## src/rtl/nht_pkg.sv

```systemverilog
// Types, codes and helpers shared by the node health tracker modules.
package nht_pkg;

  localparam int NODE_COUNT_DEF = 64;
  localparam int NODE_IDX_W     = 6;
  localparam int TIME_W         = 32;
  localparam int COUNT_W        = 8;
  localparam int PENDING_W      = 7;
  localparam int IN_TDATA_W     = 40;
  localparam int OUT_TDATA_W    = 48;
  localparam int CFG_ADDR_W     = 4;
  localparam int CFG_DATA_W     = 32;

  localparam logic [COUNT_W-1:0]   COUNT_MAX   = 8'hFF;
  localparam logic [PENDING_W-1:0] PENDING_MAX = 7'd127;

  // Item kinds
  localparam logic [1:0] MODE_QUERY   = 2'd0;
  localparam logic [1:0] MODE_SUCCESS = 2'd1;
  localparam logic [1:0] MODE_FAILURE = 2'd2;

  // Register indexes (byte address / 4)
  localparam logic [1:0] REG_FAILURE_LIMIT = 2'd0;
  localparam logic [1:0] REG_SUCCESS_LIMIT = 2'd1;
  localparam logic [1:0] REG_COOLDOWN      = 2'd2;

  localparam logic [COUNT_W-1:0] FAILURE_LIMIT_RST = 8'd3;
  localparam logic [COUNT_W-1:0] SUCCESS_LIMIT_RST = 8'd2;
  localparam logic [TIME_W-1:0]  COOLDOWN_RST      = 32'd30;

  typedef enum logic [1:0] {
    HEALTH_ALIVE   = 2'd0,
    HEALTH_SUSPECT = 2'd1,
    HEALTH_DEAD    = 2'd2
  } health_t;

  // One node entry as stored in the table memory
  typedef struct packed {
    health_t             health;
    logic [COUNT_W-1:0]  fail_cnt;
    logic [COUNT_W-1:0]  succ_cnt;
    logic [TIME_W-1:0]   fail_time;
    logic [TIME_W-1:0]   change_time;
  } entry_t;

  localparam int ENTRY_W = $bits(entry_t);

  typedef struct packed {
    logic [COUNT_W-1:0] failure_limit;
    logic [COUNT_W-1:0] success_limit;
    logic [TIME_W-1:0]  cooldown_ticks;
  } cfg_t;

  typedef struct packed {
    entry_t entry;
    logic   went_dead;
    logic   enter_down;
    logic   leave_down;
  } upd_t;

  // Saturating increment of an event counter
  function automatic logic [COUNT_W-1:0] count_up(input logic [COUNT_W-1:0] c);
    return (c < COUNT_MAX) ? c + 1'b1 : COUNT_MAX;
  endfunction

endpackage

```

## src/rtl/nht_cfg.sv

```systemverilog
// Configuration register bank behind the APB-style port.
module nht_cfg (
  input  logic                             clk,
  input  logic                             rst,
  input  logic                             psel,
  input  logic                             penable,
  input  logic                             pwrite,
  input  logic [nht_pkg::CFG_ADDR_W-1:0]   paddr,
  input  logic [nht_pkg::CFG_DATA_W-1:0]   pwdata,
  output logic [nht_pkg::CFG_DATA_W-1:0]   prdata,
  output logic                             pready,
  output nht_pkg::cfg_t                    cfg
);

  logic [1:0] reg_idx;
  logic       wr_en;

  assign pready  = 1'b1;
  assign reg_idx = paddr[3:2];
  assign wr_en   = psel & penable & pwrite & pready;

  // Write registers on the access beat
  always_ff @(posedge clk) begin
    if (rst) begin
      cfg.failure_limit  <= nht_pkg::FAILURE_LIMIT_RST;
      cfg.success_limit  <= nht_pkg::SUCCESS_LIMIT_RST;
      cfg.cooldown_ticks <= nht_pkg::COOLDOWN_RST;
    end else if (wr_en) begin
      case (reg_idx)
        nht_pkg::REG_FAILURE_LIMIT: cfg.failure_limit  <= pwdata[7:0];
        nht_pkg::REG_SUCCESS_LIMIT: cfg.success_limit  <= pwdata[7:0];
        nht_pkg::REG_COOLDOWN:      cfg.cooldown_ticks <= pwdata;
        default: ;
      endcase
    end
  end

  // Read mux
  always_comb begin
    case (reg_idx)
      nht_pkg::REG_FAILURE_LIMIT: prdata = {24'd0, cfg.failure_limit};
      nht_pkg::REG_SUCCESS_LIMIT: prdata = {24'd0, cfg.success_limit};
      nht_pkg::REG_COOLDOWN:      prdata = cfg.cooldown_ticks;
      default:                    prdata = '0;
    endcase
  end

endmodule

```

## config.mk

```make
export PLATFORM = sky130hd
export DESIGN_NAME = nht_cfg
export DESIGN_NICKNAME = d
export VERILOG_FILES = /design/src/rtl/nht_pkg.sv /design/src/rtl/nht_cfg.sv
export SDC_FILE = /design/constraint.sdc
export NUM_CORES = 1
export LEC_CHECK = 0
export BUFFER_PORTS_ARGS = -buffer_cell sky130_fd_sc_hd__buf_4
export CAP_MARGIN = 20
export CORE_UTILIZATION = 46
export DETAILED_ROUTE_END_ITERATION = 10
export GPL_TIMING_DRIVEN = 0
export PLACE_DENSITY = 0.81
export SLEW_MARGIN = 0
export SYNTH_ARGS = -nofsm -noshare
export SYNTH_HDL_FRONTEND = slang
export SYNTH_SLANG_ARGS = --single-unit
export TNS_END_PERCENT = 30
```

## constraint.sdc

```tcl
create_clock -name clk -period 1.2 [get_ports clk]
set_clock_uncertainty 0.2 [all_clocks]
set_input_delay 0.06 -clock clk [delete_from_list [all_inputs] [get_ports clk]]
set_output_delay 0.06 -clock clk [all_outputs]
set_load 0.01 [all_outputs]
```

==> results.txt <==
----------------------------------------------------
[Yosys]
  Proportion of register bits with asynchronous set or reset after synthesis ... 0%
  Yosys top cell area share ... 39.7%
  Cell types occupying the most area after synthesis ... sky130_fd_sc_hd__dfxtp_1 40%, sky130_fd_sc_hd__mux2i_1 23%, sky130_fd_sc_hd__nand2b_1 19%
  Mean post-synth cell area ... 9.46 um2
  Number of synthesized register bits ... 48
  Yosys Warn Count ... 0
  Portion of the post-synthesis area used by sequential elements ... 39.7%
  Net Count, Synth ... 297
  Cell type with the largest total area after synthesis ... sky130_fd_sc_hd__dfxtp_1
  Ys flop type ... sky130_fd_sc_hd__dfxtp_1
  Cell area after synthesis ... 2420 um2
  Count of cell types in the netlist ... 18
  Number of instances in the synthesized netlist ... 256
  Post-synth EDFFs ... 0

[Pwr]
  Worst ir drop on vdd ... 0.620 mV
  Static power due to leakage ... 1.85 nW
  Power density cells ... 759 nW/um2

[Route]
  Routed wire length ... 7840 um
  Residual antenna-violating net count after detailed routing ... 0
  Total number of vias ... 2436
  DR WL/cell ... 15.8 um
  Mean number of vias per cell ... 4.91
  Initial DRC Count ... 88
  Number of detailed-route iterations in the first pass ... 4
  DRC violation count after routing ... 0

[Floorplanning]
  Core Footprint ... 5070 um2
  Total die area ... 5560 um2
  Starting utilization of the core area ... 47.7%
  Site row count ... 26
  X dimension of the die ... 74.5 um
  Vert. Die Dim ... 74.5 um
  Number of top-level pins ... 122

[Layout]
  Antenna cells ... 0
  Number of flip-flops under the largest register name ... 48
  Share of post-route cells with drive strength above 1 ... 47.7%
  P&R area growth vs syn ... 68.8%
  Largest register by flop count ... cfg
  Largest regs ... cfg x48
  Number of nets in the finished design ... 467

[Placement]
  GP Congestion ... 0.746
  Estimated wirelength of the detail-placed design ... 4570 um
  Port-buffer cells ... 117
  Worst setup timing slack at the placement stage ... -421 ps

[STA]
  Crit path time final ... 1280 ps
  Post-Route Hold Slack ... -52.1 ps
  Setup-failing EPs final ... 8
  Final number of max-transition violations ... 0
  Worst setup margin ... -79.5 ps
  Final critical-path share of the clock period ... 107%
  TNS Setup ... -488 ps
  Peak clock frequency supported by timing ... 782 MHz
  Unrepaired setup endpoints after global routing ... true
  Hold violation count in the final report ... 5

[Outcome]
  Status ... complete, but fails checks
  Failing checks ... negative hold slack, negative setup slack

[Critical path]
  Cell depth of the worst flop-to-flop path ... 3
  Biggest cell delay along the critical path ... 330 ps
  Worst Path Buf+Inv ... 1
  CP max-delay cell ... sky130_fd_sc_hd__dfxtp_2
  Flop2flop setup slack ... 260 ps
  R2R Path Start ... cfg[40]
  Category of cells accounting for the largest share of critical-path delay ... flip-flops
  Data required time at the worst endpoint ... 940 ps
  Crit Path Max Fanout ... 2
  Worst setup path startpoint ... cfg[38]
  Series of cell instances along the critical path ... mux2i_1 -> o21ai_1 -> buf_4
  Arrival time of the worst setup path ... 1020 ps
  Endpoint of the worst-slack reg-to-reg timing path ... cfg[40]
  Count of cell instances traversed by the critical path ... 3
  Nature of the critical path startpoint ... register
  Critical path destination ... prdata[6]
  Crit Path Category ... reg2out
  Kind of end point of the critical path ... output port

[CTS]
  Clk Tree Root Cell ... sky130_fd_sc_hd__clkbuf_8
  Clock Pin Slew Worst Setup and Hold Paths ... 90 ps
  Worst-case clock buffer depth ... 2
  Sink count of the clock tree ... 48
  CTS tree ... built
  Clock buffer count from CTS ... 5
  Latest clock arrival within the worst-skew pair ... 300 ps
  Hold-fix buffers, CTS ... 32
  H-tree levels ... 2

[GRT]
  Number of antenna violations at the first check in global routing ... 0
  Total GRT Usage ... 26.1%
  Largest net degree at the start of global routing ... 14
  Wire length of the first global-routing pass ... 10900 um
  Via count of the first global-routing pass ... 2311
  Total gr overflow ... 0

[Flow run]
  # Max-Cap Violations ... 0

[Hold path]
  Classification of the worst-slack hold path ... in2reg

----------------------------------------------------
## worst register-to-register path, cell delays in order, from the launching register on
cell                      delay [ps]
sky130_fd_sc_hd__dfxtp_2         330
sky130_fd_sc_hd__buf_4           130
sky130_fd_sc_hd__nor2_1           90
sky130_fd_sc_hd__mux2i_1          80
## cells in the final DEF (no fill, tap or decap), drive strengths merged
cell / synthesis / layout
buf: 11 / 141
nand2b: 72 / 72
mux2i: 56 / 56
dfxtp: 48 / 48
dlygate4sd3: 0 / 32
and2: 24 / 24
clkbuf: 10 / 17
nor2: 12 / 12
nand2: 8 / 8
o21ai: 8 / 8
nor3b: 2 / 2
and2b: 1 / 1
nand3: 1 / 1
or3: 1 / 1
or3b: 1 / 1
conb: 1 / 1
clkinv: 0 / 1
## layout make-up
class / instances / area, um2
timing repair buffer: 165 / 1410
multi-input combinational: 187 / 1370
sequential: 48 / 1010
fill: 315 / 987
buffer: 19 / 136
tap: 70 / 87.6
clock buffer: 6 / 72.6
clock inverter: 1 / 5.00
## cells in the mapped netlist (3+ instances only)
| master | n |
|---|---|
| sky130_fd_sc_hd__clkbuf_1 | 10 |
| sky130_fd_sc_hd__and2_1 | 24 |
| sky130_fd_sc_hd__dfxtp_1 | 48 |
| sky130_fd_sc_hd__buf_4 | 4 |
| sky130_fd_sc_hd__nand2_1 | 8 |
| sky130_fd_sc_hd__nand2b_1 | 72 |
| sky130_fd_sc_hd__nor2_1 | 12 |
| sky130_fd_sc_hd__mux2i_1 | 56 |
| sky130_fd_sc_hd__buf_2 | 4 |
| sky130_fd_sc_hd__o21ai_0 | 8 |
| sky130_fd_sc_hd__buf_6 | 3 |
## worst min path at each step
stage	start	end	slack (ps)	cells after the start
6_report	paddr[3]	cfg[32]	-50	3
5_1_grt	paddr[3]	cfg[35]	-50	3
4_1_cts	paddr[3]	cfg[32]	-3	3
3_5_place_dp	pwdata[17]	cfg[17]	140	3
3_3_place_gp	pwdata[3]	cfg[3]	130	3
2_1_floorplan	pwdata[31]	cfg[31]	20	2
## logic make-up after synthesis
| kind of cell | Yosys count | synth area share (%) |
|---|---|---|
| compound gates | 8 | 1.65 |
| other cells | 1 | 0.155 |
| buf+inv | 21 | 5.01 |
| flops | 48 | 39.7 |
| mux | 56 | 23.2 |
| simple gates | 122 | 30.3 |
## what timing repair did
item                                    4_1_cts  5_1_grt
hold endpoints to repair                     48        5
cloned                                        2        1
setup buffers                                11        2
resized for setup                            56       35
pin swaps                                     9        3
endpoints found under the setup margin       30       32
## per-stage QoR
step	total power [mW]	utilization, %	area [um2]	std cells
2_1_floorplan	1.86	-	2420	256
3_3_place_gp	2.06	66.7	3390	443
3_5_place_dp	2.07	66.7	3390	443
4_1_cts	3.10	78.9	4010	494
5_1_grt	3.24	80.5	4090	496
6_report	3.10	80.5	4090	496
## where the power goes
| part | leakage, nW | switching (mW) | total [mW] | internal, mW |
|---|---|---|---|---|
| Combinational | 1.41 | 0.221 | 0.550 | 0.329 |
| Clock | 0.0410 | 0.525 | 0.922 | 0.397 |
| Sequential | 0.404 | 0.0172 | 1.63 | 1.61 |
## metal layers
layer,part of all wire (%),track usage (%)
met1,42,30.7
met2,51,47.3
met3,6.3,6.10
met4,0.78,7.13
met5,0,0
No activity file was read; power rests on OpenSTA's default activity.
