File: src/rtl/nht_ram.sv
// Generic single-write, single-read RAM with registered read data.
module nht_ram #(
  parameter int WIDTH = 8,
  parameter int DEPTH = 64,
  parameter int ADDR_W = (DEPTH > 1) ? $clog2(DEPTH) : 1
) (
  input  logic              clk,
  input  logic              we,
  input  logic [ADDR_W-1:0] waddr,
  input  logic [WIDTH-1:0]  wdata,
  input  logic              re,
  input  logic [ADDR_W-1:0] raddr,
  output logic [WIDTH-1:0]  rdata
);

  logic [WIDTH-1:0] mem [DEPTH];

  // Write port
  always_ff @(posedge clk) begin
    if (we) begin
      mem[waddr] <= wdata;
    end
  end

  // Registered read, held while not enabled
  always_ff @(posedge clk) begin
    if (re) begin
      rdata <= mem[raddr];
    end
  end

endmodule

File: config.mk
export PLATFORM = sky130hd
export DESIGN_NAME = nht_ram
export DESIGN_NICKNAME = d
export VERILOG_FILES = /design/src/rtl/nht_ram.sv
export SDC_FILE = /design/constraint.sdc
export NUM_CORES = 1
export LEC_CHECK = 0
export ABC_AREA = 0
export BUFFER_PORTS_ARGS = -buffer_cell sky130_fd_sc_hd__buf_2
export CAP_MARGIN = 30
export CELL_PAD_IN_SITES_DETAIL_PLACEMENT = 0
export CELL_PAD_IN_SITES_GLOBAL_PLACEMENT = 1
export CORE_MARGIN = 10
export CORE_UTILIZATION = 53
export DETAILED_ROUTE_END_ITERATION = 12
export GPL_ROUTABILITY_DRIVEN = 0
export PLACE_DENSITY_LB_ADDON = 0.2
export SYNTH_ARGS = -nofsm -noshare
export SYNTH_HDL_FRONTEND = slang
export SYNTH_SLANG_ARGS = --single-unit
File: constraint.sdc
create_clock -name clk -period 4 [get_ports clk]
set_input_delay 0.8 -clock clk [delete_from_list [all_inputs] [get_ports clk]]
set_output_delay 0.8 -clock clk [all_outputs]
set_load 0.05 [all_outputs]
==> run_results.csv, run 1 <==
group,metric,value,unit
clock_tree,cts_tree,"done",
timing,fmax,365,MHz
detailed_routing,vias_per_cell,6.11,
pwr,p_clk_share,40.9,%
yosys,async_flop_share,0,%
global_route,grtUsageTotal,19.4,%
timing,min_period,2.74,ns
setup_path,critPathCaptureType,"register",
clock_tree,cts_resized,0,
clock_tree,clock_path_buffers,3,
floorplanning,start_util,53.8,%
floorplanning,core-area,37700,um2
floorplanning,ios,31,
yosys,synth.distinct_cells,39,
clock_tree,clkLatencyLatePin,0.58,ns
yosys,synthesis.nets,963,
pwr,p_int,8930,uW
yosys,synth-seq-cells,520,
floorplanning,num_rows,71,
detailed_routing,remaining_drc_errors,0,
setup_path,slowest_delay,0.56,ns
yosys,synth_top_area_share,77.1,%
pwr,pwr-share-comb,5.2,%
detailed_routing,final_antenna_net_count,0,
flow_run,maxCapViolations,0,
timing,fin_ws,1.26,ns
pwr,power.net_switching,2320,uW
yosys,syn-cell-area,20200,um2
setup_path,critPathTopFamily,"buffers and inverters",
clock_tree,cts_hold_buf,0,
timing,whs,0.626,ns
detailed_routing,first_pass_iters,5,
place,hpwl,27.9,mm
yosys,ys.warnings.count,0,
layout,antenna-diode-count,0,
layout,area_growth,12.5,%
pwr,netSwitchingFraction,20.6,%
global_route,grt.overflow.total,0,
place,port_buffers,30,
setup_path,cpMostUsedCell,"buf_4",
timing,tns,0,ns
global_route,grt_start_max_net_pins,49,
floorplanning,die_area,46400,um2
pwr,irDropWorstVdd,353,uV
place,pre_cts_slack,0.668,ns
clock_tree,cts-htree-levels,2,
detailed_routing,wl,44.7,mm
setup_path,crit_buf_inv,2,
clock_tree,clkSlewWorstSetupHoldPaths,0.06,ns
global_route,antenna_found_initial,0,
min_path,worst_hold_path_type,"in -> reg",
pwr,p_leak,0.00713,uW
layout,final_common_cell,"edfxtp_1",
detailed_routing,post_drt_wl_per_cell,28.6,um
timing,finalHoldViolCount,0,
global_route,grt_pass1_wl,66.5,mm
pwr,power_density,494,nW/um2
clock_tree,cts_buffers,51,
floorplanning,die_y,215,um
setup_path,critPathKind,"in -> reg",
yosys,synth_area_leaders,"edfxtp_1 (77%), mux4_2 (14%), nor2_1 (1.5%), mux2i_1 (1.1%), mux2_2 (0.72%)",
pwr,power,11200,uW
status,status,"finished, final reports clean",
timing,slew_viol_final,0,
clock_tree,cts_sinks,520,
setup_path,slowest_stage,"o311ai_1",
pwr,p_seq_share,53.9,%
timing,skew,0.0108,ns
timing,rsz0062_at_grt,"no",
global_route,first_global_vias,9854,
timing,fin_crit_sh,68.6,%
layout,nets,1041,
timing,worst_pin_slew,1.01,ns
setup_path,path_cells,"buf_4, buf_4, mux4_2, mux2_2, o311ai_1, nand2_1",
timing,slew_headroom,32.9,%
layout,final_layout_size_suffix_gt1_share,26.9,%
setup_path,worstPathRequired,4.31,ns
yosys,synth-edff-count,520,
setup_path,start_kind,"input port",
yosys,syn_inst,940,
detailed_routing,dr.first_iter.drc_count,920,
layout,post-route-util,60.5,%
yosys,avgSynthCellArea,21.5,um2
clock_tree,postCtsSetupBuffers,0,
yosys,synth_seq_area_share,77.1,%
yosys,synth_top_area_cell,"edfxtp_1",
floorplanning,die_w,215,um
setup_path,cp.arrival,3.05,ns
detailed_routing,vias,9566,
clock_tree,clock-root-buffer,"clkbuf_16",
setup_path,cp_max_fo,35,
timing,finalSetupViolations,0,
yosys,synth_flop_cell,"edfxtp_1",
layout,layout_common_cells,"edfxtp_1 (520), mux4_2 (126), nor2_1 (83), clkbuf_16 (53), buf_4 (39)",
-- area by class of cell --
| class | count | area [um2] |
|---|---|---|
| Clock buffer | 68 | 1380 |
| Clock inverter | 21 | 199 |
| Fill cell | 2728 | 14900 |
| Multi-Input combinational cell | 369 | 4320 |
| Sequential cell | 520 | 15600 |
| Tap cell | 511 | 639 |
| Timing Repair Buffer | 76 | 622 |
-- flip-flops by register name, indices dropped and copies added, names as in the netlist --
name   flops
mem      512
rdata      8
-- worst paths after layout --
kind,startpoint,to,slack [ns],cells after the start
worst max-delay path,raddr[2],rdata[7],1.26,6
worst min-delay path,re,rdata[2],0.63,1
worst max register to register,mem[2][3],rdata[3],1.73,5
worst min register to register,mem[22][2],rdata[2],0.95,4
-- cells in the mapped netlist (3+ instances only) --
cell / number
nor2_1: 83
o2bb2ai_1: 3
a22oi_1: 3
buf_6: 4
buf_4: 13
mux4_2: 126
nor3_1: 7
o22ai_1: 8
nand2b_1: 7
buf_1: 4
nand2_1: 19
a21oi_1: 3
o221ai_1: 8
buf_2: 11
edfxtp_1: 520
a221oi_1: 6
a211oi_1: 4
nand3b_1: 3
o2111ai_1: 3
nand3_1: 13
clkbuf_1: 17
mux2_2: 13
nor2b_1: 14
mux2i_1: 23
-- kinds of logic (layout without fill, tap and decap cells) --
family	after synthesis	count (layout)	share of synthesized area (%)
flops	520	520	77.1
mux	162	162	15.9
simple gates	153	153	3.37
compound gates	54	54	2.06
buf+inv	51	165	1.56
-- power by group through the flow --
| stage | sequential, uW | combinational [uW] | clock (uW) |
|---|---|---|---|
| after global routing | 6060 | 629 | 4880 |
| final | 6060 | 588 | 4600 |
| after global placement | 6170 | 577 | 0 |
| after detailed placement | 6170 | 594 | 0 |
| after floorplan | 6190 | 322 | 0 |
| after CTS | 6060 | 594 | 4670 |
-- per-stage QoR --
stage,std cells,area [um2]
2_1_floorplan,940,20200
3_3_place_gp,1472,21100
3_5_place_dp,1476,21200
4_1_cts,1565,22800
5_1_grt,1565,22800
6_report,1565,22800
-- routing by layer --
metal	GRT usage [%]	wire (um)	up-vias
li1	-	-	4092
met1	27.6	19400	5090
met2	30.4	21600	314
met3	3.22	2600	70
met4	6.48	1090	0
met5	0	0	-
No activity file was read; power rests on OpenSTA's default activity.
==> run 2: changes to the inputs <==
==> constraint.sdc (replaced) <==
create_clock -name clk -period 2.76 [get_ports clk]
set_input_delay 0.552 -clock clk [delete_from_list [all_inputs] [get_ports clk]]
set_output_delay 0.552 -clock clk [all_outputs]
set_load 0.05 [all_outputs]
==> run_results.csv, run 2 (synthesis gave the netlist of run 1 again) <==
group,metric,value,unit
layout,final_common_cell,"edfxtp_1",
clock_tree,cts_sinks,520,
setup_path,r2r_slack,0.59,ns
floorplanning,ios,31,
timing,worst_pin_slew,0.860,ns
global_route,grt.overflow.total,0,
status,status,"finished, final reports clean",
layout,largest_reg_flops,512,
clock_tree,clkLatencyLatePin,0.59,ns
timing,slew_viol_final,0,
setup_path,path_cells,"mux4_2, mux2_2, o221a_2, nor3_1, o32ai_1",
floorplanning,num_rows,71,
setup_path,crit_buf_inv,0,
min_path,worstHoldEndpoint,"rdata[6]",
clock_tree,cts_buffers,50,
place,placed_area,21900,um2
flow_run,maxCapViolations,0,
setup_path,start_kind,"register",
timing,min_period,2.17,ns
floorplanning,die_area,46400,um2
floorplanning,die_w,215,um
place,port_buffers,30,
floorplanning,start_util,53.8,%
clock_tree,clock-root-buffer,"clkbuf_16",
global_route,grt_start_max_net_pins,65,
setup_path,critPathTopFamily,"multiplexers",
floorplanning,core-area,37700,um2
setup_path,r2r-end,"rdata[6]",
setup_path,critPathKind,"reg -> reg",
global_route,grt_pass1_wl,68.2,mm
timing,slew_headroom,42.7,%
timing,rsz0062_at_grt,"no",
clock_tree,cts_hold_buf,0,
place,pre_cts_slack,0.00192,ns
clock_tree,clock_path_buffers,3,
setup_path,slowest_stage,"mux4_2",
layout,regMostFlops,"mem",
timing,whs,0.374,ns
layout,area_growth,16.0,%
layout,largest_registers,"mem: 512 flops, rdata: 8 flops",
detailed_routing,first_pass_iters,5,
setup_path,worstPathRequired,3.08,ns
detailed_routing,final_antenna_net_count,0,
clock_tree,cts_resized,0,
pwr,irDropWorstVdd,534,uV
global_route,grtUsageTotal,20.1,%
clock_tree,cts_tree,"done",
pwr,power_density,702,nW/um2
pwr,p_leak,0.00763,uW
clock_tree,postCtsSetupBuffers,0,
detailed_routing,post_drt_wl_per_cell,27.7,um
timing,finalSetupViolations,0,
setup_path,cp.arrival,2.49,ns
setup_path,rr_worst_depth,5,
layout,layout_common_cells,"edfxtp_1 (520), buf_4 (130), mux4_2 (126), nor2_1 (83), clkbuf_16 (53)",
layout,antenna-diode-count,0,
global_route,first_global_vias,10100,
setup_path,cp_max_fo,1,
pwr,power,16500,uW
clock_tree,cts-htree-levels,2,
timing,fin_crit_sh,78.7,%
detailed_routing,vias_per_cell,5.98,
timing,tns,0,ns
setup_path,slowest_delay,0.45,ns
min_path,min_from,"re",
place,hpwl,30.0,mm
detailed_routing,remaining_drc_errors,0,
timing,fin_ws,0.588,ns
min_path,worst_hold_path_type,"in -> reg",
floorplanning,die_y,215,um
layout,design_area,23500,um2
global_route,antenna_found_initial,2,
setup_path,critPathCaptureType,"register",
timing,finalHoldViolCount,0,
min_path,min_path_cells,1,
clock_tree,clkSlewWorstSetupHoldPaths,0.06,ns
setup_path,r2r-start,"mem[25][6]",
detailed_routing,dr.first_iter.drc_count,961,
detailed_routing,wl,46.0,mm
layout,nets,1130,
detailed_routing,vias,9920,
timing,skew,0.0167,ns
layout,final_layout_size_suffix_gt1_share,33.1,%
timing,fmax,460,MHz
==> run 2: final cells by class <==
| class | instances | area [um2] |
|---|---|---|
| multi-input combinational | 369 | 4320 |
| fill | 2675 | 14200 |
| sequential | 520 | 15600 |
| clock inverter | 37 | 300 |
| timing repair buffer | 166 | 1280 |
| tap | 511 | 639 |
| clock buffer | 56 | 1340 |
==> run 2: how the worst max path moves through the flow <==
stage / startpoint / end / slack, ns / cells after the start
finish: mem[25][6] / rdata[6] / 0.59 / 5
global route: mem[16][6] / rdata[6] / 0.46 / 5
CTS: mem[21][6] / rdata[6] / 0.57 / 5
detailed placement: raddr[0] / rdata[6] / 0.002 / 6
global placement: raddr[1] / rdata[5] / 0.04 / 7
floorplan: raddr[1] / rdata[3] / 0.40 / 7
==> run 2: where the power goes <==
part	leakage (uW)	total, uW	switching [uW]	internal (uW)
Sequential	0.00469	8780	28.2	8760
Combinational	0.00214	900	542	358
Clock	0.000802	6800	2870	3940
==> run 2: routing by layer <==
| layer | up-vias | share of wire, % | GRT usage [%] |
|---|---|---|---|
| li1 | 4275 | - | - |
| met1 | 5207 | 41 | 27.6 |
| met2 | 365 | 48 | 31.6 |
| met3 | 71 | 7.8 | 4.46 |
| met4 | 2 | 2.6 | 6.48 |
| met5 | - | 0.028 | 0 |
==> run 2: worst reg2reg max path, cell delays in order (launching register included) <==
cell	delay (ns)
edfxtp_1	0.37
mux4_2	0.45
mux2_2	0.28
o221a_2	0.28
nor3_1	0.37
o32ai_1	0.15
==> run 2: metrics by stage <==
stage	std cells	util [%]
2_1_floorplan	940	-
3_3_place_gp	1566	58.0
3_5_place_dp	1566	58.0
4_1_cts	1659	62.4
5_1_grt	1659	62.4
6_report	1659	62.4
==> run 3: changes to the inputs <==
--- a/config.mk
+++ b/config.mk
@@ -5,13 +5,13 @@
 export SDC_FILE = /design/constraint.sdc
 export NUM_CORES = 1
 export LEC_CHECK = 0
-export ABC_AREA = 0
+export ABC_AREA = 1
 export BUFFER_PORTS_ARGS = -buffer_cell sky130_fd_sc_hd__buf_2
 export CAP_MARGIN = 30
 export CELL_PAD_IN_SITES_DETAIL_PLACEMENT = 0
 export CELL_PAD_IN_SITES_GLOBAL_PLACEMENT = 1
 export CORE_MARGIN = 10
-export CORE_UTILIZATION = 53
+export CORE_UTILIZATION = 51
 export DETAILED_ROUTE_END_ITERATION = 12
 export GPL_ROUTABILITY_DRIVEN = 0
 export PLACE_DENSITY_LB_ADDON = 0.2
==> constraint.sdc (replaced) <==
create_clock -name clk -period 2.1 [get_ports clk]
set_input_delay 0.42 -clock clk [delete_from_list [all_inputs] [get_ports clk]]
set_output_delay 0.42 -clock clk [all_outputs]
set_load 0.05 [all_outputs]
==> run_results.csv, run 3 <==
group,metric,value,unit
status,status,"finished, final reports clean",
setup_path,start_kind,"register",
pwr,p_clk_share,40.3,%
detailed_routing,dr.first_iter.drc_count,1552,
yosys,synth-seq-cells,520,
pwr,irDropWorstVdd,656,uV
timing,rsz0062_at_grt,"no",
clock_tree,cts_sinks,520,
detailed_routing,first_pass_iters,5,
setup_path,cp.arrival,1.28,ns
clock_tree,cts-htree-levels,2,
yosys,syn-cell-area,21400,um2
setup_path,cp_max_fo,1,
floorplanning,ios,31,
yosys,synth.distinct_cells,15,
detailed_routing,wl,54.9,mm
place,hpwl,32.7,mm
clock_tree,clkSlewWorstSetupHoldPaths,0.06,ns
floorplanning,start_util,51.3,%
yosys,async_flop_share,0,%
detailed_routing,remaining_drc_errors,0,
floorplanning,die_y,225,um
yosys,synth_seq_area_share,72.9,%
yosys,synth_area_leaders,"edfxtp_1 (73%), nand2_1 (11%), nand3_1 (10%), buf_6 (1.8%), nor2_1 (0.98%)",
layout,post-route-util,58.2,%
clock_tree,clkLatencyLatePin,0.60,ns
clock_tree,cts_buffers,53,
setup_path,crit_buf_inv,1,
layout,largest_reg_flops,512,
setup_path,slowest_stage,"edfxtp_1",
global_route,first_global_vias,13600,
timing,fmax,590,MHz
floorplanning,core-area,41800,um2
floorplanning,die_area,50600,um2
layout,fillers,3394,
pwr,netSwitchingFraction,22.5,%
yosys,yosys-top-cells-count,"nand2_1 (648), edfxtp_1 (520), nand3_1 (439)",
yosys,synth_top_area_share,72.9,%
timing,worst_pin_slew,0.793,ns
clock_tree,cts_hold_buf,0,
pwr,p_seq_share,52.8,%
layout,nets,1926,
floorplanning,die_w,225,um
layout,area_growth,13.4,%
detailed_routing,vias,14000,
timing,slew_headroom,47.1,%
pwr,p_int,16900,uW
min_path,worst_hold_path_type,"in -> reg",
layout,design_area,24300,um2
global_route,grt_pass1_wl,84.7,mm
yosys,syn_inst,1805,
setup_path,worstPathRequired,1.68,ns
global_route,grt_start_max_net_pins,65,
setup_path,critPathTopFamily,"flip-flops",
detailed_routing,final_antenna_net_count,0,
pwr,power,21800,uW
floorplanning,num_rows,75,
layout,layout_common_cells,"nand2_1 (648), edfxtp_1 (520), nand3_1 (439), buf_4 (103), nor2_1 (56)",
global_route,grtUsageTotal,22.1,%
layout,largest_registers,"mem: 512 flops, rdata: 8 flops",
timing,slew_viol_final,0,
place,port_buffers,30,
pwr,p_leak,0.00892,uW
timing,fin_crit_sh,80.7,%
layout,final_layout_size_suffix_gt1_share,11.8,%
yosys,synth_flop_cell,"edfxtp_1",
clock_tree,postCtsSetupBuffers,0,
yosys,synth.most_common_cell,"nand2_1",
global_route,grt.overflow.total,0,
clock_tree,cts_tree,"done",
timing,min_period,1.70,ns
timing,skew,0.0230,ns
clock_tree,cts_resized,0,
place,placed_area,22700,um2
setup_path,critPathKind,"reg -> out",
setup_path,slowest_delay,0.37,ns
layout,seq_area,15600,um2
timing,finalHoldViolCount,0,
detailed_routing,post_drt_wl_per_cell,22.1,um
layout,regMostFlops,"mem",
yosys,synth-edff-count,520,
setup_path,path_cells,"buf_2",
global_route,antenna_found_initial,2,
yosys,synthesis.nets,1828,
clock_tree,clock_path_buffers,3,
layout,multi_input_area,4950,um2
yosys,ys.warnings.count,0,
min_path,min_path_cells,1,
setup_path,cp.depth,1,
flow_run,maxCapViolations,0,
setup_path,rr_worst_depth,8,
pwr,power.net_switching,4910,uW
setup_path,critPathCaptureType,"output pin",
yosys,avgSynthCellArea,11.9,um2
pwr,power_density,899,nW/um2
timing,finalSetupViolations,0,
layout,final_common_cell,"nand2_1",
yosys,synth_top_area_cell,"edfxtp_1",
clock_tree,clock-root-buffer,"clkbuf_16",
pwr,pwr-share-comb,6.8,%
detailed_routing,vias_per_cell,5.66,
[run 3: cell types whose count changed after synthesis, sizes merged, moves of 8 or more]
cell | before | now
nand3 | 13 | 439
mux4 | 126 | 0
o22ai | 8 | 0
inv | 0 | 12
nor2 | 83 | 56
mux2 | 13 | 0
buf | 34 | 98
nor2b | 14 | 0
nand2 | 19 | 648
mux2i | 23 | 0
o221ai | 8 | 0
[run 3: path summary, 6_finish.rpt]
kind / startpoint / endpoint / slack (ns)
worst max-delay path: rdata[6] / rdata[6] / 0.40
worst min-delay path: re / rdata[6] / 0.28
worst max register to register: mem[31][0] / rdata[0] / 0.53
worst min register to register: mem[52][1] / rdata[1] / 0.86
[run 3: logic make-up after synthesis]
logic type,share of synthesized area [%]
and+or+nand+nor,23.1
DFF,72.9
buffers and inverters,4.01
[run 3: power groups by stage]
stage          sequential [uW]  combinational [uW]  clock [uW]
2_1_floorplan            11800                 808           0
3_3_place_gp             11700                1490           0
3_5_place_dp             11800                1500           0
4_1_cts                  11500                1500        8930
5_1_grt                  11500                1640        9360
6_report                 11500                1490        8810
[run 3: worst register-to-register path: stages, from the launching register on]
cell      delay (ns)
edfxtp_1        0.36
nand2_1         0.07
nand3_1         0.08
nand3_1         0.16
nand2_1         0.11
nand2_1         0.08
nand3_1         0.23
nand3_1         0.18
nand2_1         0.06
[run 3: layout make-up]
type                    instances  share of cell area [%]
diodes                          1                  0.0103
clock buffers                  69                    5.88
clock inverters                26                   0.700
inverters                      12                   0.216
multi-input cells            1160                    20.4
flip-flops and latches        520                    64.3
well taps                     539                    2.78
repair buffers                156                    5.78
[run 3: metal layers]
layer	wire, um	share of wire [%]	vias up	track usage, %
li1	-	-	6553	-
met1	24100	44	6923	31.5
met2	25800	47	473	34.3
met3	3750	6.8	91	3.36
met4	1230	2.2	4	6.71
met5	21	0.038	-	0
[run 3: stage by stage]
step / instances / worst slack, ns / hold WS (ns) / TNS [ns]
final: 2483 / 0.404 / 0.283 / 0
after global routing: 2482 / 0.388 / 0.261 / 0
after CTS: 2482 / 0.390 / 0.244 / 0
after detailed placement: 2387 / -0.0692 / 0.853 / -0.145
after global placement: 2387 / -0.0684 / 0.844 / -0.130
after floorplan: 1805 / -0.0861 / 0.519 / -5.51
