## config.mk

```make
export PLATFORM = sky130hd
export DESIGN_NAME = nht_update
export DESIGN_NICKNAME = d
export VERILOG_FILES = /design/src/rtl/nht_pkg.sv /design/src/rtl/nht_update.sv
export SDC_FILE = /design/constraint.sdc
export NUM_CORES = 1
export LEC_CHECK = 0
export BUFFER_PORTS_ARGS = -buffer_cell sky130_fd_sc_hd__buf_2
export CAP_MARGIN = 15
export CORE_MARGIN = 3
export CORE_UTILIZATION = 40
export DETAILED_ROUTE_END_ITERATION = 8
export GPL_ROUTABILITY_DRIVEN = 0
export PLACE_DENSITY_LB_ADDON = 0.2
export SETUP_SLACK_MARGIN = 0.02
export SLEW_MARGIN = 15
export SYNTH_ARGS = -nofsm -noshare
export SYNTH_HDL_FRONTEND = slang
export SYNTH_SLANG_ARGS = --single-unit
```

## constraint.sdc

```tcl
create_clock -name vclk -period 15.4
set_input_delay 3.08 -clock vclk [all_inputs]
set_output_delay 3.08 -clock vclk [all_outputs]
set_load 0.1 [all_outputs]
```

## src/rtl/nht_pkg.sv

```systemverilog
// Types, codes and helpers shared by the node health tracker modules.
package nht_pkg;

  localparam int NODE_COUNT_DEF = 64;
  localparam int NODE_IDX_W     = 6;
  localparam int TIME_W         = 32;
  localparam int COUNT_W        = 8;
  localparam int PENDING_W      = 7;
  localparam int IN_TDATA_W     = 40;
  localparam int OUT_TDATA_W    = 48;
  localparam int CFG_ADDR_W     = 4;
  localparam int CFG_DATA_W     = 32;

  localparam logic [COUNT_W-1:0]   COUNT_MAX   = 8'hFF;
  localparam logic [PENDING_W-1:0] PENDING_MAX = 7'd127;

  // Item kinds
  localparam logic [1:0] MODE_QUERY   = 2'd0;
  localparam logic [1:0] MODE_SUCCESS = 2'd1;
  localparam logic [1:0] MODE_FAILURE = 2'd2;

  // Register indexes (byte address / 4)
  localparam logic [1:0] REG_FAILURE_LIMIT = 2'd0;
  localparam logic [1:0] REG_SUCCESS_LIMIT = 2'd1;
  localparam logic [1:0] REG_COOLDOWN      = 2'd2;

  localparam logic [COUNT_W-1:0] FAILURE_LIMIT_RST = 8'd3;
  localparam logic [COUNT_W-1:0] SUCCESS_LIMIT_RST = 8'd2;
  localparam logic [TIME_W-1:0]  COOLDOWN_RST      = 32'd30;

  typedef enum logic [1:0] {
    HEALTH_ALIVE   = 2'd0,
    HEALTH_SUSPECT = 2'd1,
    HEALTH_DEAD    = 2'd2
  } health_t;

  // One node entry as stored in the table memory
  typedef struct packed {
    health_t             health;
    logic [COUNT_W-1:0]  fail_cnt;
    logic [COUNT_W-1:0]  succ_cnt;
    logic [TIME_W-1:0]   fail_time;
    logic [TIME_W-1:0]   change_time;
  } entry_t;

  localparam int ENTRY_W = $bits(entry_t);

  typedef struct packed {
    logic [COUNT_W-1:0] failure_limit;
    logic [COUNT_W-1:0] success_limit;
    logic [TIME_W-1:0]  cooldown_ticks;
  } cfg_t;

  typedef struct packed {
    entry_t entry;
    logic   went_dead;
    logic   enter_down;
    logic   leave_down;
  } upd_t;

  // Saturating increment of an event counter
  function automatic logic [COUNT_W-1:0] count_up(input logic [COUNT_W-1:0] c);
    return (c < COUNT_MAX) ? c + 1'b1 : COUNT_MAX;
  endfunction

endpackage

```

## src/rtl/nht_update.sv

```systemverilog
// Next-entry logic: applies one query or report to a node entry.
module nht_update (
  input  nht_pkg::entry_t                 cur,
  input  logic [1:0]                      mode,
  input  logic [nht_pkg::TIME_W-1:0]      now_time,
  input  nht_pkg::cfg_t                   cfg,
  output nht_pkg::upd_t                   upd
);

  nht_pkg::entry_t                  nxt;
  logic [nht_pkg::COUNT_W-1:0]      succ_inc;
  logic [nht_pkg::COUNT_W-1:0]      fail_inc;
  logic [nht_pkg::TIME_W-1:0]       elapsed;
  logic                             cooling;
  logic                             went_dead;

  assign succ_inc = nht_pkg::count_up(cur.succ_cnt);
  assign fail_inc = nht_pkg::count_up(cur.fail_cnt);
  assign elapsed  = now_time - cur.fail_time;
  assign cooling  = (cur.health == nht_pkg::HEALTH_DEAD) && (elapsed < cfg.cooldown_ticks);

  // Apply the report
  always_comb begin
    nxt       = cur;
    went_dead = 1'b0;
    case (mode)
      nht_pkg::MODE_SUCCESS: begin
        nxt.fail_cnt = '0;
        if (cur.health != nht_pkg::HEALTH_ALIVE) begin
          if (!cooling && succ_inc >= cfg.success_limit) begin
            nxt.health      = nht_pkg::HEALTH_ALIVE;
            nxt.succ_cnt    = '0;
            nxt.change_time = now_time;
          end else begin
            nxt.succ_cnt = succ_inc;
          end
        end else begin
          nxt.change_time = now_time;
          nxt.succ_cnt    = (succ_inc > cfg.success_limit) ? cfg.success_limit : succ_inc;
        end
      end
      nht_pkg::MODE_FAILURE: begin
        nxt.succ_cnt    = '0;
        nxt.change_time = now_time;
        if (cur.health == nht_pkg::HEALTH_DEAD) begin
          nxt.fail_time = now_time;
        end else if (fail_inc >= cfg.failure_limit) begin
          nxt.health    = nht_pkg::HEALTH_DEAD;
          nxt.fail_cnt  = '0;
          nxt.fail_time = now_time;
          went_dead     = 1'b1;
        end else begin
          nxt.health   = nht_pkg::HEALTH_SUSPECT;
          nxt.fail_cnt = fail_inc;
        end
      end
      default: ;
    endcase
  end

  // Track transitions into and out of the not-alive set
  always_comb begin
    upd.entry      = nxt;
    upd.went_dead  = went_dead;
    upd.enter_down = (cur.health == nht_pkg::HEALTH_ALIVE) &&
                     (nxt.health != nht_pkg::HEALTH_ALIVE);
    upd.leave_down = (cur.health != nht_pkg::HEALTH_ALIVE) &&
                     (nxt.health == nht_pkg::HEALTH_ALIVE);
  end

endmodule

```

==> results.sh, run 1 <==
export IMPL_status="completed"
export IMPL_die_w_um=109
export IMPL_holdPathStages=4
export IMPL_antenna_found_initial=1
export IMPL_wl_um=14500
export IMPL_synth_fp_nets=820
export IMPL_wl_met2_um=7210
export IMPL_num_fill_cells=1022
export IMPL_combPwrFrac_pct=100.0
export IMPL_critical_path_endpoint_type="output pin"
export IMPL_finalSetupViolations=0
export IMPL_area_growth_pct=32.6
export IMPL_highest_layer="met4"
export IMPL_wl_per_cell_um=15.4
export IMPL_synth_seq_area_share_pct=0
export IMPL_worstPathCellList="buf_2 > inv_1 > ha_1 > a21o_1 > a31o_2 > o21ai_2 > o31ai_1 > a211oi_1 > o21ai_1 > a2111o_1 > o311ai_1 > ha_1 > nand4_1 > or2_1 > nor2_1 > o31ai_1 > a211o_1 > a21oi_2 > a41o_1 > buf_4 > a22o_1 > buf_2"
export IMPL_yosysWarnings=0
export IMPL_hold_viol_final=0
export IMPL_fin_nets=1058
export IMPL_seq_area_um2=0
export IMPL_die_y_um=109
export IMPL_overflow=0
export IMPL_via_count=5212
export IMPL_syn_inst=573
export IMPL_slew_violations=0
export IMPL_clock_power_share_pct=0
export IMPL_start_kind="input port"
export IMPL_final_cell_mix="buf_2, inv_1, ha_1"
export IMPL_period_minus_slack_ps=11820
export IMPL_max_slew_margin_pct=25.7
export IMPL_power_internal_uw=115
export IMPL_layout_cells_most_common="buf_2"
export IMPL_tightestPinTransition_ps=1110
export IMPL_min_from="cur[32]"
export IMPL_peakVddDrop_v=0.0000409
export IMPL_p_sw_share_pct=72.6
export IMPL_p_per_area_nw_per_um2=75.3
export IMPL_pwr_share_seq_pct=0
export IMPL_grt_max_degree=35
export IMPL_num_clock_buffers=0
export IMPL_via_per_inst=5.53
export IMPL_worst_setup_path_type="input port to output pin"
export IMPL_crit_arrival_ps=8740
export IMPL_first_pass_iters=5
export IMPL_hold_path_class="input port to output pin"
export IMPL_ant_nets=0
export IMPL_switching_power_uw=306
export IMPL_io_pins=249
export IMPL_rows=36
export IMPL_io_buffers=249
export IMPL_drive_gt1_share_pct=37.0
export IMPL_grt_pass1_vias=4992
export IMPL_cts_resized=0
export IMPL_required_ps=12320
export IMPL_fin_util_pct=55.9
export IMPL_drt_iter0_markers=225
export IMPL_seq_cells=0
export IMPL_post_cts_buffers=0
export IMPL_yosysUniqueCellTypes=60
export IMPL_critPathMaxStageDelay_ps=630
export IMPL_hpwl_um=12500
export IMPL_grt_pass1_wl_um=22900
export IMPL_holdPathEnd="upd[35]"
export IMPL_route_met3_wl_um=905
export IMPL_power_leakage_nw=3.34
export IMPL_grt_usage_pct=22.7
export IMPL_crit_slowest_cell="a41o_1"
export IMPL_m1WireLength_um=6240
export IMPL_ctsHoldBuffers=0
export IMPL_rsz0062_at_grt="no"
export IMPL_max_cap_violations=0
export IMPL_fmax_mhz=84.6
export IMPL_netlist_area_um2=4220
export IMPL_coreArea_um2=10000
export IMPL_drc=0
export IMPL_die_area_um2=11800
export IMPL_syn_avg_cell_area_um2=7.36
export IMPL_finalSetupTns_ps=0
export IMPL_worst_path_max_fanout=20
export IMPL_post_route_period_util_pct=76.8
export IMPL_initial_core_util_pct=42.2
cells by family (layout without fill, tap and decap cells):
kind of cell | count (synthesis) | after routing | synth area share, %
simple gates | 118 | 118 | 14.5
compound gates | 204 | 204 | 35.5
xor+xnor | 33 | 33 | 6.86
other cells | 0 | 1 | 0
mux | 33 | 33 | 8.79
buf+inv | 102 | 338 | 9.62
fa+ha+maj | 83 | 83 | 24.8
critical path: cells and delay by family:
kind	cells	cell delay, ps
AOI/OAI and AO/OA	13	3630
buffers and inverters	4	940
adders and majority gates	2	560
and+or+nand+nor	3	520
how the worst max path moves through the flow:
stage	to	from	cells past startpoint	slack [ps]
after global routing	upd[23]	cur[36]	22	3280
after global placement	upd[24]	cur[36]	22	3760
after CTS	upd[32]	cur[36]	22	3620
final	upd[19]	cur[36]	22	3580
after detailed placement	upd[32]	cur[36]	22	3600
after floorplan	upd[0]	now_time[0]	19	2570
cell type report:
type                            count  area [µm²]  share of cell area (%)
Timing Repair Buffer              250        1250                    22.4
Antenna cell                        1        2.50                  0.0448
Inverter                           88         330                    5.91
Multi-Input combinational cell    471        3840                    68.6
Tap cell                          133         166                    2.98
metal layers:
metal | vias up | GRT usage [%]
li1 | 2593 | -
met1 | 2411 | 29.4
met2 | 194 | 42.2
met3 | 14 | 1.72
met4 | 0 | 2.71
met5 | - | 0
cells in the mapped netlist (2+ instances only):
| cell | count | area, µm² |
|---|---|---|
| buf_4 | 4 | 30.0 |
| ha_1 | 82 | 1030 |
| nand2_1 | 29 | 109 |
| o21ai_1 | 3 | 15.0 |
| nor2_1 | 18 | 67.6 |
| a31o_2 | 4 | 35.0 |
| a21o_1 | 34 | 255 |
| o41ai_1 | 2 | 17.5 |
| o21a_1 | 8 | 60.1 |
| or2_2 | 2 | 12.5 |
| a2bb2oi_1 | 2 | 17.5 |
| or3_1 | 2 | 12.5 |
| o22ai_1 | 2 | 12.5 |
| nand3_1 | 13 | 65.1 |
| buf_2 | 6 | 30.0 |
| a41o_1 | 2 | 20.0 |
| mux2_2 | 32 | 360 |
| a211o_1 | 2 | 17.5 |
| o21ai_0 | 19 | 95.1 |
| xor2_1 | 11 | 96.3 |
| nand4_1 | 8 | 50.1 |
| and2_1 | 4 | 25.0 |
| nor3_1 | 9 | 45.0 |
| o21bai_1 | 3 | 22.5 |
| xnor2_1 | 22 | 193 |
| a31oi_1 | 5 | 31.3 |
| clkbuf_1 | 4 | 15.0 |
| inv_1 | 88 | 330 |
| a21oi_1 | 41 | 205 |
| o21ai_2 | 2 | 17.5 |
| o31ai_1 | 5 | 37.5 |
| nand2b_1 | 7 | 43.8 |
| o211a_1 | 2 | 20.0 |
| nor2b_1 | 9 | 56.3 |
| a21oi_2 | 2 | 17.5 |
| and3_1 | 10 | 62.6 |
| a211oi_1 | 7 | 52.6 |
| and4_1 | 3 | 26.3 |
| a22o_1 | 44 | 385 |
power groups by stage:
stage / Clock (mW) / Combinational, mW / Sequential, mW
final: 0.00000000870 / 0.421 / 0
after floorplan: 0 / 0.336 / 0
after global placement: 0 / 0.412 / 0
after detailed placement: 0 / 0.420 / 0
after global routing: 0.00000000869 / 0.450 / 0
after CTS: 0 / 0.421 / 0
stage by stage:
stage	hold slack (ps)	total power [mW]	cell area (µm²)	std cells	setup slack, ps
after floorplan	6580	0.336	4220	573	2570
after global placement	6670	0.412	5590	942	3760
after detailed placement	6670	0.420	5590	942	3600
after CTS	6680	0.421	5590	942	3620
after global routing	6700	0.450	5590	943	3280
final	6680	0.421	5590	943	3580
(Power assumes the default switching activity.)
==> run 2, diff against run 1 <==
==> constraint.sdc (replaced) <==
create_clock -name vclk -period 11.7
set_input_delay 2.34 -clock vclk [all_inputs]
set_output_delay 2.34 -clock vclk [all_outputs]
set_load 0.1 [all_outputs]
==> results.sh, run 2 (synthesized netlist as in run 1, its figures left out) <==
export IMPL_hold_viol_final=0
export IMPL_clock_power_share_pct=0
export IMPL_ctsHoldBuffers=0
export IMPL_wl_per_cell_um=15.3
export IMPL_hpwl_um=12400
export IMPL_first_pass_iters=5
export IMPL_rsz0062_at_grt="no"
export IMPL_max_cap_violations=0
export IMPL_dpl_cell_count=942
export IMPL_max_slew_margin_pct=27.3
export IMPL_seq_cells=0
export IMPL_start_kind="input port"
export IMPL_cts_resized=0
export IMPL_critPathMaxStageDelay_ps=680
export IMPL_wl_um=14400
export IMPL_required_ps=9360
export IMPL_ant_nets=0
export IMPL_seq_area_um2=0
export IMPL_peakVddDrop_v=0.0000546
export IMPL_p_per_area_nw_per_um2=99.0
export IMPL_grt_usage_pct=22.7
export IMPL_post_cts_buffers=0
export IMPL_num_clock_buffers=0
export IMPL_switching_power_uw=402
export IMPL_placed_area_um2=5590
export IMPL_initial_core_util_pct=42.2
export IMPL_area_growth_pct=32.5
export IMPL_drc=0
export IMPL_die_area_um2=11800
export IMPL_post_route_period_util_pct=88.0
export IMPL_fin_util_pct=55.9
export IMPL_worstPathCellList="buf_2 > inv_1 > ha_1 > a21o_1 > a31o_2 > o21ai_2 > o31ai_1 > a211oi_1 > o21ai_1 > a2111o_1 > o311ai_1 > ha_1 > nand4_1 > or2_1 > nor2_1 > o31ai_1 > a211o_1 > a21oi_2 > a41o_1 > buf_4 > a22o_1 > buf_2"
export IMPL_total_power_uw=553
export IMPL_fmax_mhz=97.1
export IMPL_fin_cells=942
export IMPL_holdPathEnd="upd[35]"
export IMPL_final_cell_area_um2=5590
export IMPL_die_w_um=109
export IMPL_drt_iter0_markers=236
export IMPL_rows=36
export IMPL_grt_max_degree=35
export IMPL_grt_pass1_wl_um=22800
export IMPL_min_from="cur[32]"
export IMPL_finalSetupTns_ps=0
export IMPL_via_per_inst=5.48
export IMPL_power_leakage_nw=3.34
export IMPL_die_y_um=109
export IMPL_num_fill_cells=1009
export IMPL_combPwrFrac_pct=100.0
export IMPL_diodes=0
export IMPL_status="completed"
export IMPL_holdPathStages=4
export IMPL_slew_violations=0
export IMPL_hold_path_class="input port to output pin"
export IMPL_layout_cells_most_common="buf_2"
export IMPL_antenna_found_initial=0
export IMPL_p_sw_share_pct=72.6
export IMPL_overflow=0
export IMPL_crit_slowest_cell="a41o_1"
export IMPL_worst_setup_path_type="input port to output pin"
export IMPL_grt_pass1_vias=4968
export IMPL_io_pins=249
export IMPL_finalSetupViolations=0
export IMPL_io_buffers=249
export IMPL_period_minus_slack_ps=10300
export IMPL_critical_path_endpoint_type="output pin"
export IMPL_final_cell_mix="buf_2, inv_1, ha_1"
export IMPL_drive_gt1_share_pct=37.0
export IMPL_pwr_share_seq_pct=0
export IMPL_via_count=5159
export IMPL_crit_arrival_ps=7960
export IMPL_coreArea_um2=10000
export IMPL_worst_path_max_fanout=20
export IMPL_power_internal_uw=152
export IMPL_tightestPinTransition_ps=1090
export IMPL_fin_nets=1058
## run 2: power groups by stage
| stage | combinational (mW) | clock [mW] | sequential [mW] |
|---|---|---|---|
| final | 0.553 | 0 | 0 |
| after detailed placement | 0.551 | 0 | 0 |
| after floorplan | 0.443 | 0 | 0 |
| after global routing | 0.592 | 0 | 0 |
| after CTS | 0.553 | 0 | 0 |
| after global placement | 0.542 | 0 | 0 |
## run 2: worst max-delay path, delay by kind of cell
family | cells | cell delay [ps]
and+or+nand+nor | 3 | 510
AOI/OAI and AO/OA | 13 | 3610
buffers and inverters | 4 | 940
adders and majority gates | 2 | 550
## run 2: area by class of cell
class | count | area (µm²) | share of cell area, %
timing repair buffer | 250 | 1250 | 22.4
multi-input combinational | 471 | 3840 | 68.7
inverter | 88 | 330 | 5.91
tap | 133 | 166 | 2.98
## run 2: per-layer routing
layer / GRT usage (%) / share of wire, % / wire, µm / up-vias
li1: - / - / - / 2599
met1: 29.6 / 43 / 6160 / 2335
met2: 41.4 / 49 / 7130 / 205
met3: 2.19 / 6.5 / 941 / 20
met4: 2.89 / 1.4 / 199 / 0
met5: 0 / 0 / 0 / -
## run 2: worst max-delay path by stage
stage	from	endpoint	slack [ps]	cells after the start
final	cur[36]	upd[19]	1400	22
after global routing	cur[36]	upd[29]	1050	22
after detailed placement	cur[36]	upd[32]	1430	22
after floorplan	now_time[0]	upd[0]	350	19
after CTS	cur[36]	upd[32]	1410	22
after global placement	cur[36]	upd[24]	1540	22
## run 2: through the flow
| step | hold WS [ps] | setup WS [ps] |
|---|---|---|
| CTS | 5200 | 1410 |
| finish | 5200 | 1400 |
| global route | 5230 | 1050 |
| global placement | 5190 | 1540 |
| floorplan | 5100 | 345 |
| detailed placement | 5190 | 1430 |
==> run 3, diff against run 2 <==
--- a/config.mk
+++ b/config.mk
@@ -7,8 +7,10 @@
 export LEC_CHECK = 0
 export BUFFER_PORTS_ARGS = -buffer_cell sky130_fd_sc_hd__buf_2
 export CAP_MARGIN = 15
+export CELL_PAD_IN_SITES_DETAIL_PLACEMENT = 0
+export CELL_PAD_IN_SITES_GLOBAL_PLACEMENT = 1
 export CORE_MARGIN = 3
-export CORE_UTILIZATION = 40
+export CORE_UTILIZATION = 31
 export DETAILED_ROUTE_END_ITERATION = 8
 export GPL_ROUTABILITY_DRIVEN = 0
 export PLACE_DENSITY_LB_ADDON = 0.2
==> results.sh, run 3 (synthesized netlist as in run 1, its figures left out) <==
export IMPL_p_per_area_nw_per_um2=98.1
export IMPL_holdPathStages=4
export IMPL_required_ps=9360
export IMPL_max_slew_margin_pct=32.0
export IMPL_via_per_inst=5.21
export IMPL_layout_cells_most_common="buf_2"
export IMPL_worst_setup_path_type="input port to output pin"
export IMPL_tightestPinTransition_ps=1020
export IMPL_worst_path_max_fanout=18
export IMPL_switching_power_uw=403
export IMPL_final_cell_area_um2=5660
export IMPL_ant_nets=0
export IMPL_post_cts_buffers=0
export IMPL_dp_slack_ps=1390
export IMPL_grt_pass1_vias=4785
export IMPL_final_cell_mix="buf_2, inv_1, ha_1"
export IMPL_first_pass_iters=4
export IMPL_crit_arrival_ps=7920
export IMPL_power_internal_uw=152
export IMPL_grt_pass1_wl_um=22700
export IMPL_pwr_share_seq_pct=0
export IMPL_power_leakage_nw=3.35
export IMPL_peakVddDrop_v=0.0000530
export IMPL_cts_resized=0
export IMPL_layout_setup_ws_ps=1440
export IMPL_post_route_period_util_pct=87.7
export IMPL_drc=0
export IMPL_slew_violations=0
export IMPL_hpwl_um=12900
export IMPL_seq_cells=0
export IMPL_grt_usage_pct=17.9
export IMPL_p_sw_share_pct=72.6
export IMPL_fmax_mhz=97.5
export IMPL_wl_per_cell_um=15.0
export IMPL_dpl_cell_count=981
export IMPL_die_area_um2=15000
export IMPL_drt_iter0_markers=172
export IMPL_ctsHoldBuffers=0
export IMPL_rows=41
export IMPL_die_w_um=123
export IMPL_num_clock_buffers=0
export IMPL_wl_um=14800
export IMPL_fin_cells=982
export IMPL_start_kind="input port"
export IMPL_finalSetupViolations=0
export IMPL_finalSetupTns_ps=0
export IMPL_placed_area_um2=5640
export IMPL_io_buffers=249
export IMPL_io_pins=249
export IMPL_drive_gt1_share_pct=37.0
export IMPL_area_growth_pct=34.3
export IMPL_combPwrFrac_pct=100.0
export IMPL_status="completed"
export IMPL_period_minus_slack_ps=10260
export IMPL_clock_power_share_pct=0
export IMPL_hold_path_class="input port to output pin"
export IMPL_total_power_uw=556
export IMPL_via_count=5121
export IMPL_hold_viol_final=0
export IMPL_rsz0062_at_grt="no"
export IMPL_overflow=0
export IMPL_antenna_found_initial=0
export IMPL_initial_core_util_pct=32.5
export IMPL_coreArea_um2=13000
export IMPL_diodes=0
export IMPL_die_y_um=123
export IMPL_seq_area_um2=0
export IMPL_critical_path_endpoint_type="output pin"
export IMPL_fin_nets=1059
export IMPL_max_cap_violations=0
export IMPL_grt_max_degree=35
[run 3: area by class of cell]
type | count | area, µm²
Fill cell | 1374 | 7320
Multi-Input combinational cell | 471 | 3840
Timing Repair Buffer | 251 | 1280
Inverter | 88 | 330
Tap cell | 172 | 215
[run 3: per-stage QoR]
stage / util (%) / hold WS [ps]
4_1_cts: 43.4 / 5190
3_3_place_gp: 43.4 / 5190
6_report: 43.6 / 5190
3_5_place_dp: 43.4 / 5190
2_1_floorplan: - / 5100
5_1_grt: 43.6 / 5200
[run 3: worst max-delay path, cell delays in order]
cell      delay [ps]
buf_2            110
inv_1             60
ha_1             160
inv_1             60
fa_1             400
a21o_1           210
a221oi_4         310
and3b_1          240
o21ai_2          110
a311o_2          470
a21o_1           210
a21oi_2          140
xnor2_1           80
ha_1             270
nand3_1           70
or2_2            330
a211o_1          290
a21oi_2          370
a41o_1           690
buf_4            360
a22o_1           190
buf_2            430
[run 3: power groups by stage]
stage	combinational (mW)	sequential, mW	clock, mW
after floorplan	0.443	0	0
after global placement	0.551	0	0
after detailed placement	0.555	0	0
after CTS	0.557	0	0
after global routing	0.596	0	0
final	0.556	0	0
[run 3: worst paths after layout]
check	start	to	slack (ps)
setup / recovery	now_time[0]	upd[18]	1440
hold / removal	cur[32]	upd[35]	5190
[run 3: per-layer routing]
layer	global-route usage, %	vias to the layer above	wire length [µm]
met1	23.4	2349	6590
met3	1.57	6	825
met2	33.5	162	7290
li1	-	2604	-
met5	0	-	0
met4	0.490	0	69
